File: src/rtl/core/ebp_pkg.sv
`timescale 1ns / 1ps
// ----------------------------------------------------------------------------
// ebp_pkg
// Shared types and constants of the element bounds propagator.
// ----------------------------------------------------------------------------
package ebp_pkg;

  localparam int unsigned MAX_ELEM = 1024;
  localparam int unsigned IW       = $clog2(MAX_ELEM);   // element index bits
  localparam int unsigned CW       = IW + 1;             // element count bits
  localparam int unsigned SW       = CW + 1;             // signed search bound bits
  localparam int unsigned LEVELS   = 11;
  localparam int unsigned LW       = $clog2(LEVELS);
  localparam int unsigned SP_DEPTH = LEVELS * MAX_ELEM;
  localparam int unsigned SPW      = LW + IW;
  localparam int unsigned VW       = 32;
  localparam int unsigned COUNT_W  = 11;
  localparam int unsigned CFG_IW   = 2;

  localparam logic [CFG_IW-1:0] REG_FROM_ZERO = 2'd0;
  localparam logic [CFG_IW-1:0] REG_COUNT     = 2'd1;

  typedef enum logic [2:0] {
    MODE_LOAD  = 3'd0,
    MODE_BUILD = 3'd1,
    MODE_RANGE = 3'd2,
    MODE_RAISE = 3'd3,
    MODE_LOWER = 3'd4
  } mode_e;

  typedef enum logic [3:0] {
    BK_IDLE,
    BK_PRE,
    BK_SUF,
    BK_SPR,
    BK_SETUP,
    BK_RRD,
    BK_RCMP,
    BK_SRD,
    BK_SCMP,
    BK_PRD,
    BK_PCMP,
    BK_CHK,
    BK_OUT
  } bk_state_e;

  typedef struct packed {
    mode_e                 op;
    logic [IW-1:0]         addr;
    logic signed [VW-1:0]  value;
    logic signed [VW-1:0]  idx_lo;
    logic signed [VW-1:0]  idx_hi;
    logic signed [VW-1:0]  res_lo;
    logic signed [VW-1:0]  res_hi;
  } q_item_t;

  // largest k with 2^k <= len, capped at the top table level
  function automatic logic [LW-1:0] floor_log2(input logic [CW-1:0] len);
    logic [LW-1:0] r;
    r = '0;
    for (int i = 1; i < LEVELS; i++) begin
      if (len >= (CW'(1) << i)) begin
        r = LW'(i);
      end
    end
    return r;
  endfunction

endpackage

File: src/rtl/core/ebp_front.sv
`timescale 1ns / 1ps
// ----------------------------------------------------------------------------
// ebp_front
// Accepts input items, drops unused modes and queues the rest for the back end.
// ----------------------------------------------------------------------------
module ebp_front import ebp_pkg::*; (
  input  logic                 clk_i,
  input  logic                 rst_ni,
  input  logic                 in_valid_i,
  output logic                 in_ready_o,
  input  logic [2:0]           mode_i,
  input  logic [IW-1:0]        elem_addr_i,
  input  logic signed [VW-1:0] elem_value_i,
  input  logic signed [VW-1:0] idx_lo_i,
  input  logic signed [VW-1:0] idx_hi_i,
  input  logic signed [VW-1:0] res_lo_i,
  input  logic signed [VW-1:0] res_hi_i,
  output logic                 item_valid_o,
  output q_item_t              item_o,
  input  logic                 item_pop_i
);

  localparam logic [1:0] QDEPTH = 2'd2;

  q_item_t    entry_q [2];
  logic       wr_ptr_q, rd_ptr_q;
  logic [1:0] cnt_q, cnt_d;
  logic       known;
  logic       push;
  q_item_t    new_item;

  always_comb begin
    unique case (mode_i)
      MODE_LOAD, MODE_BUILD, MODE_RANGE, MODE_RAISE, MODE_LOWER: known = 1'b1;
      default: known = 1'b0;
    endcase
  end

  assign in_ready_o   = (cnt_q != QDEPTH);
  assign push         = in_valid_i && in_ready_o && known;
  assign item_valid_o = (cnt_q != 2'd0);
  assign item_o       = entry_q[rd_ptr_q];

  always_comb begin
    new_item.op     = mode_e'(mode_i);
    new_item.addr   = elem_addr_i;
    new_item.value  = elem_value_i;
    new_item.idx_lo = idx_lo_i;
    new_item.idx_hi = idx_hi_i;
    new_item.res_lo = res_lo_i;
    new_item.res_hi = res_hi_i;
  end

  always_comb begin
    cnt_d = cnt_q;
    if (push && !(item_pop_i && item_valid_o)) begin
      cnt_d = cnt_q + 2'd1;
    end else if (!push && item_pop_i && item_valid_o) begin
      cnt_d = cnt_q - 2'd1;
    end
  end

  always_ff @(posedge clk_i or negedge rst_ni) begin
    if (!rst_ni) begin
      wr_ptr_q <= 1'b0;
      rd_ptr_q <= 1'b0;
      cnt_q    <= 2'd0;
    end else begin
      cnt_q <= cnt_d;
      if (push) begin
        wr_ptr_q <= !wr_ptr_q;
      end
      if (item_pop_i && item_valid_o) begin
        rd_ptr_q <= !rd_ptr_q;
      end
    end
  end

  always_ff @(posedge clk_i) begin
    if (push) begin
      entry_q[wr_ptr_q] <= new_item;
    end
  end

endmodule

File: config.mk
export PLATFORM = sky130hd
export DESIGN_NAME = ebp_front
export DESIGN_NICKNAME = d
export VERILOG_FILES = /design/src/rtl/core/ebp_pkg.sv /design/src/rtl/core/ebp_front.sv
export SDC_FILE = /design/constraint.sdc
export NUM_CORES = 1
export LEC_CHECK = 0
export BUFFER_PORTS_ARGS = -buffer_cell sky130_fd_sc_hd__buf_2
export CAP_MARGIN = 20
export CORE_AREA = 5 5 163 165
export DETAILED_ROUTE_END_ITERATION = 10
export DIE_AREA = 0 0 168 170
export HOLD_SLACK_MARGIN = 0.06
export PLACE_DENSITY = 0.79
export SYNTH_ARGS = -nofsm -noshare
export SYNTH_HDL_FRONTEND = slang
export SYNTH_SLANG_ARGS = --single-unit
File: constraint.sdc
create_clock -name clk_i -period 9.7 [get_ports clk_i]
set_input_delay 0.97 -clock clk_i [delete_from_list [all_inputs] [get_ports clk_i]]
set_output_delay 0.97 -clock clk_i [all_outputs]
set_load 0.03 [all_outputs]
# After elaboration in Yosys (flattened, before gate mapping)

Memory sizes are Yosys's and may differ from the RTL's.
Cells that the tools add are included.

Output and inout port bits: 175
Bits in writable memories: 346
Memories kept: 1
Bits in registers: 4
Logic and storage cells: 30

Reduce and logical (&&, ||, !) cells: 14
Add/sub/neg operators: 2
Equality and inequality tests: 5
Muxes and demuxes: 5

Memory list:

| memory  | words | bits a word | read ports | clocked after Yosys merged registers in | wr ports | line            | RTL |
|---|---|---|---|---|---|---|---|
| entry_q | 2     | 173         | 1          | 0                                       | 1        | ebp_front.sv:25 | `q_item_t entry_q [2];` |

Operator list:

| kind                                                 | number |
|---|---|
| equality test 3 x 2 -> 1 bit (second input constant) | 2 |
| logical AND 1 bit                                    | 6 |
| OR reduction 5 bit                                   | 1 |
| zero test 1 bit                                      | 4 |
| two-way mux 2 bit                                    | 2 |
| nonzero test 2 bit                                   | 2 |
| equality test 3 x 1 -> 1 bit (second input constant) | 1 |
| equality test 3 bit (second input constant)          | 1 |
| zero test 3 bit                                      | 1 |
| two-way mux 1 bit                                    | 3 |
| adder 2 x 1 -> 2 bit (second input constant)         | 1 |
| != test 2 bit (second input constant)                | 1 |
| subtractor 2 x 1 -> 2 bit (second input constant)    | 1 |

# Depth between registers and ports, before layout

Depth after elaboration: 9
Gate-level depth with buffers: 3
Gate-level depth less buffers: 3

# Least setup slack after synthesis

OpenSTA, ideal clock, no wires.

Path kind: input to register
Start point: input port mode_i[1]
End point: memory entry_q[0][0] in the netlist's numbering, enable pin
Arrival: 8624 ps
Stages on the path: 3
Path slack: 367 ps
Buffers on the path: 0
Required time: 8991 ps
Setup time: 709 ps
Cells stage by stage: o21ai_0 > nand3_1 > nor2_1

Cells in the longest elaborated chain, start to end: 6

RTL lines:

| what                                                 | line            | RTL |
|---|---|---|
| start, declared                                      | ebp_front.sv:11 | `input logic [2:0] mode_i,` |
| equality test 3 x 1 -> 1 bit (tied with other cells) | ebp_front.sv:33 | `unique case (mode_i)` |
| OR reduction 5 bit (*)                               | ebp_front.sv:33 |  |
| two-way mux 1 bit (*)                                | ebp_front.sv:33 |  |
| logical AND 1 bit (*)                                | ebp_front.sv:40 | `assign push = in_valid_i && in_ready_o && known;` |
| two-way mux 1 bit (*)                                | ebp_front.sv:80 | `if (push) begin` |
| two-way mux 1 bit (not written as such) (*)          | ebp_front.sv:81 | `entry_q[wr_ptr_q] <= new_item;` |
| end, declared                                        | ebp_front.sv:25 |  |

Mark *: on every way between the ends. The rest lies on a longest branch, timed or not.

==> impl_metrics.xml <==
<?xml version="1.0" encoding="UTF-8"?>
<metrics>
  <group name="outcome">
    <metric name="status" unit="">completed</metric>
  </group>
  <group name="logic_synthesis">
    <metric name="synth-seq-cells" unit="">350</metric>
    <metric name="synthXorXnorAreaFrac" unit="%">0.2745</metric>
    <metric name="synth-edff-count" unit="">346</metric>
    <metric name="async_flop_share" unit="%">1.143</metric>
    <metric name="synth_mux_area_share" unit="%">15.34</metric>
    <metric name="synth.lib_cells_used.distinct" unit="">17</metric>
    <metric name="syn-num-nets" unit="">737</metric>
    <metric name="synth_top_family_by_area" unit="">multiplexers</metric>
    <metric name="synth_area_per_cell" unit="µm²">22.79</metric>
    <metric name="synthAdderAreaFrac" unit="%">0</metric>
    <metric name="post_synth_instance_area" unit="mm²">0.01276</metric>
    <metric name="synth_flop_cell" unit="">edfxtp_1</metric>
    <metric name="complex_gate_fraction_of_the_synthesized_area" unit="%">0.1765</metric>
    <metric name="yosys.area_share.simple" unit="%">0.3333</metric>
    <metric name="ys_warnings" unit="">0</metric>
    <metric name="seq_total_area_yosys" unit="%">82.19</metric>
    <metric name="post_synth_inst_count" unit="">560</metric>
  </group>
  <group name="placed_design">
    <metric name="preCtsSetupSlack" unit="ns">5.705</metric>
    <metric name="port_buffers" unit="">351</metric>
    <metric name="finalWeightedCongestion" unit="">0.7418</metric>
    <metric name="dp_hpwl" unit="µm">17090</metric>
  </group>
  <group name="clocking">
    <metric name="htree_num_levels" unit="">2</metric>
    <metric name="postCtsSetupBuffers" unit="">0</metric>
    <metric name="hold_buffers" unit="">0</metric>
    <metric name="post_cts.resized_instances" unit="">0</metric>
    <metric name="clock_sinks" unit="">350</metric>
    <metric name="clk_root_buffer_cell" unit="">clkbuf_16</metric>
    <metric name="clk_transition_reported_paths" unit="ns">0.06</metric>
    <metric name="total_cts_buffers" unit="">35</metric>
    <metric name="number_of_buffers_between_clock_root_and_the_deepest_sink" unit="">3</metric>
    <metric name="clock_insertion_delay_worst_skew" unit="ns">0.50</metric>
    <metric name="cts_tree" unit="">done</metric>
  </group>
  <group name="worst_setup_path">
    <metric name="cp_data_required_time" unit="ns">8.73</metric>
    <metric name="cp_slowest_cell" unit="">buf_4</metric>
    <metric name="cp.buffers_inverters" unit="">2</metric>
    <metric name="timing.reg2reg.setup_slack" unit="ns">6.71</metric>
    <metric name="cp.arrival" unit="ns">2.72</metric>
    <metric name="critical_path.top_delay_family" unit="">buffers and inverters</metric>
    <metric name="critical_path_s_largest_stage_delay" unit="ns">0.84</metric>
    <metric name="r2r_start" unit="">cnt_q[0]</metric>
    <metric name="critical_path.startpoint" unit="">rd_ptr_q</metric>
    <metric name="critical_path_peak_fanout" unit="">80</metric>
    <metric name="critical_path.startpoint_type" unit="">flip-flop</metric>
    <metric name="setup.worst_path.class" unit="">reg -&gt; out</metric>
    <metric name="endpoint_kind" unit="">primary output</metric>
    <metric name="timing.critical_path.cells" unit="">buf_4 &gt; mux2_2 &gt; buf_2</metric>
  </group>
  <group name="pwr">
    <metric name="static-leakage-power" unit="nW">5.940</metric>
    <metric name="p_seq_share" unit="%">40.5</metric>
    <metric name="pwr_per_cell_area" unit="mW/mm²">304.3</metric>
    <metric name="vdd.ir_drop.worst" unit="mV">0.2473</metric>
    <metric name="net_switching_fraction_of_the_power" unit="%">33.02</metric>
    <metric name="p_sw" unit="mW">1.604</metric>
    <metric name="clock_power_share" unit="%">27.6</metric>
    <metric name="power_frac_comb" unit="%">31.9</metric>
    <metric name="power_report.internal_total" unit="mW">3.253</metric>
  </group>
  <group name="detailed_routing">
    <metric name="wirelength_routed" unit="µm">25340</metric>
    <metric name="drtIter0Drc" unit="">379</metric>
    <metric name="wire_per_inst" unit="µm">19.63</metric>
    <metric name="detail_route.first_pass.iterations" unit="">4</metric>
    <metric name="detailroute.via_count" unit="">6544</metric>
    <metric name="detail_route.vias_per_cell" unit="">5.069</metric>
    <metric name="drc" unit="">0</metric>
    <metric name="postRouteAntennaNets" unit="">0</metric>
  </group>
  <group name="final_layout">
    <metric name="final_common_cell" unit="">buf_2</metric>
    <metric name="area_used_by_multi_input_combinational_logic" unit="mm²">0.002073</metric>
    <metric name="fill_cells" unit="">1724</metric>
    <metric name="sequential_cell_area" unit="mm²">0.01049</metric>
    <metric name="fin_nets" unit="">1112</metric>
    <metric name="layout_common_cells" unit="">buf_2 (351), edfxtp_1 (346), mux2_2 (173)</metric>
    <metric name="finalCoreUtilization" unit="%">64.11</metric>
    <metric name="syn2layout_area_growth" unit="%">25.04</metric>
    <metric name="share_of_layout_cells_above_drive_strength_1" unit="%">61.06</metric>
  </group>
  <group name="timing">
    <metric name="rsz0062_at_grt" unit="">false</metric>
    <metric name="timing.setup.tns" unit="ns">0</metric>
    <metric name="setup-violations-final" unit="">0</metric>
    <metric name="report.final.slew_viol_count" unit="">0</metric>
    <metric name="hold_ws" unit="ns">0.2658</metric>
    <metric name="worst-slew-pin-transition" unit="ns">1.091</metric>
    <metric name="timing.final.ws_setup" unit="ns">6.007</metric>
    <metric name="min_period_over_period" unit="%">38.07</metric>
    <metric name="min_period" unit="ns">3.693</metric>
    <metric name="finalHoldViolCount" unit="">0</metric>
    <metric name="fmaxAchievable" unit="GHz">0.2708</metric>
    <metric name="worst_slew_margin_rel" unit="%">27.28</metric>
    <metric name="finClkSkew" unit="ns">0.009291</metric>
  </group>
  <group name="grt">
    <metric name="grt_start_max_net_pins" unit="">81</metric>
    <metric name="antenna_found_initial" unit="">7</metric>
    <metric name="grtUsageTotal" unit="%">17.31</metric>
    <metric name="first_global_vias" unit="">7128</metric>
    <metric name="grt_overflow_total" unit="">0</metric>
    <metric name="grt_pass1_wl" unit="µm">38540</metric>
  </group>
  <group name="floorplanning">
    <metric name="rows" unit="">58</metric>
    <metric name="chipWidth" unit="µm">168</metric>
    <metric name="pin_count" unit="">352</metric>
    <metric name="design.die.area" unit="mm²">0.02856</metric>
    <metric name="core-area" unit="mm²">0.02489</metric>
    <metric name="vert_die_dim" unit="µm">170</metric>
    <metric name="floorplan.initialDensity" unit="%">51.28</metric>
  </group>
  <group name="worst_hold_path">
    <metric name="worstHoldPathType" unit="">in -&gt; async</metric>
  </group>
  <group name="run">
    <metric name="timing.max_cap.violations" unit="">0</metric>
  </group>
</metrics>
==> flip-flops by register name, indices dropped and copies added (netlist names) <==
| register | flops |
|---|---|
| cnt_q | 2 |
| entry_q | 346 |
| rd_ptr_q | 1 |
| wr_ptr_q | 1 |
==> routing by layer <==
metal	vias to the layer above	GRT usage, %	wire length, µm
met4	8	5.752	721
met3	58	6.434	2565
met5	-	0	61
li1	2996	-	-
met2	296	29.51	12740
met1	3186	20.55	9250
==> power by group through the flow <==
stage               clock network, mW  registers (mW)  logic, mW
floorplan                           0            2.02       1.22
global placement                    0            1.98       1.56
detailed placement                  0            2.00       1.56
CTS                              1.37            1.97       1.57
global route                     1.44            1.98       1.64
finish                           1.34            1.97       1.55
==> stage by stage <==
| step | power (mW) | area (µm²) | std cells |
|---|---|---|---|
| after floorplan | 3.237 | 12760 | 560 |
| after global placement | 3.549 | 14790 | 1228 |
| after detailed placement | 3.562 | 14790 | 1228 |
| after CTS | 4.916 | 15950 | 1288 |
| after global routing | 5.060 | 15960 | 1291 |
| final | 4.857 | 15960 | 1291 |
==> path summary, 6_finish.rpt <==
check / end / cells past startpoint
max: item_o[24] / 3
min: rd_ptr_q / 1
max reg2reg: entry_q[1][30] / 4
min reg2reg: wr_ptr_q / 1
max in group asynchronous: rd_ptr_q / 1
min in group clk_i: wr_ptr_q / 1
==> cell families (layout without fill, tap and decap cells) <==
logic type | count (synthesis) | in the layout
simple gates | 8 | 8
compound gates | 3 | 3
flops | 350 | 350
other cells | 0 | 3
mux | 174 | 174
xor+xnor | 4 | 4
buf+inv | 21 | 419
==> area by class of cell <==
| class | count | share of cell area (%) |
|---|---|---|
| clock buffer | 46 | 6.201 |
| multi-input combinational | 189 | 12.99 |
| antenna | 3 | 0.04704 |
| tap | 330 | 2.587 |
| clock inverter | 14 | 1.082 |
| timing repair buffer | 357 | 11.29 |
| sequential | 350 | 65.75 |
| inverter | 2 | 0.04704 |
==> worst reg2reg max path, cell delays in order (launching register included) <==
cell      delay [ns]
dfrtp_1         0.41
nand2b_1        0.19
nand3_1         0.27
nor2_4          0.73
buf_4           0.88
==> synth_stat cells (2+ instances only) <==
cell type    n  area share (%)
edfxtp_1   346              81
mux2_2     173              15
buf_6       18             1.6
dfrtp_1      4            0.78
xnor2_1      4            0.27
inv_1        2           0.059
nand2_1      2           0.059
nor2_1       2           0.059
Note: power is estimated with default switching activity, not from simulation.
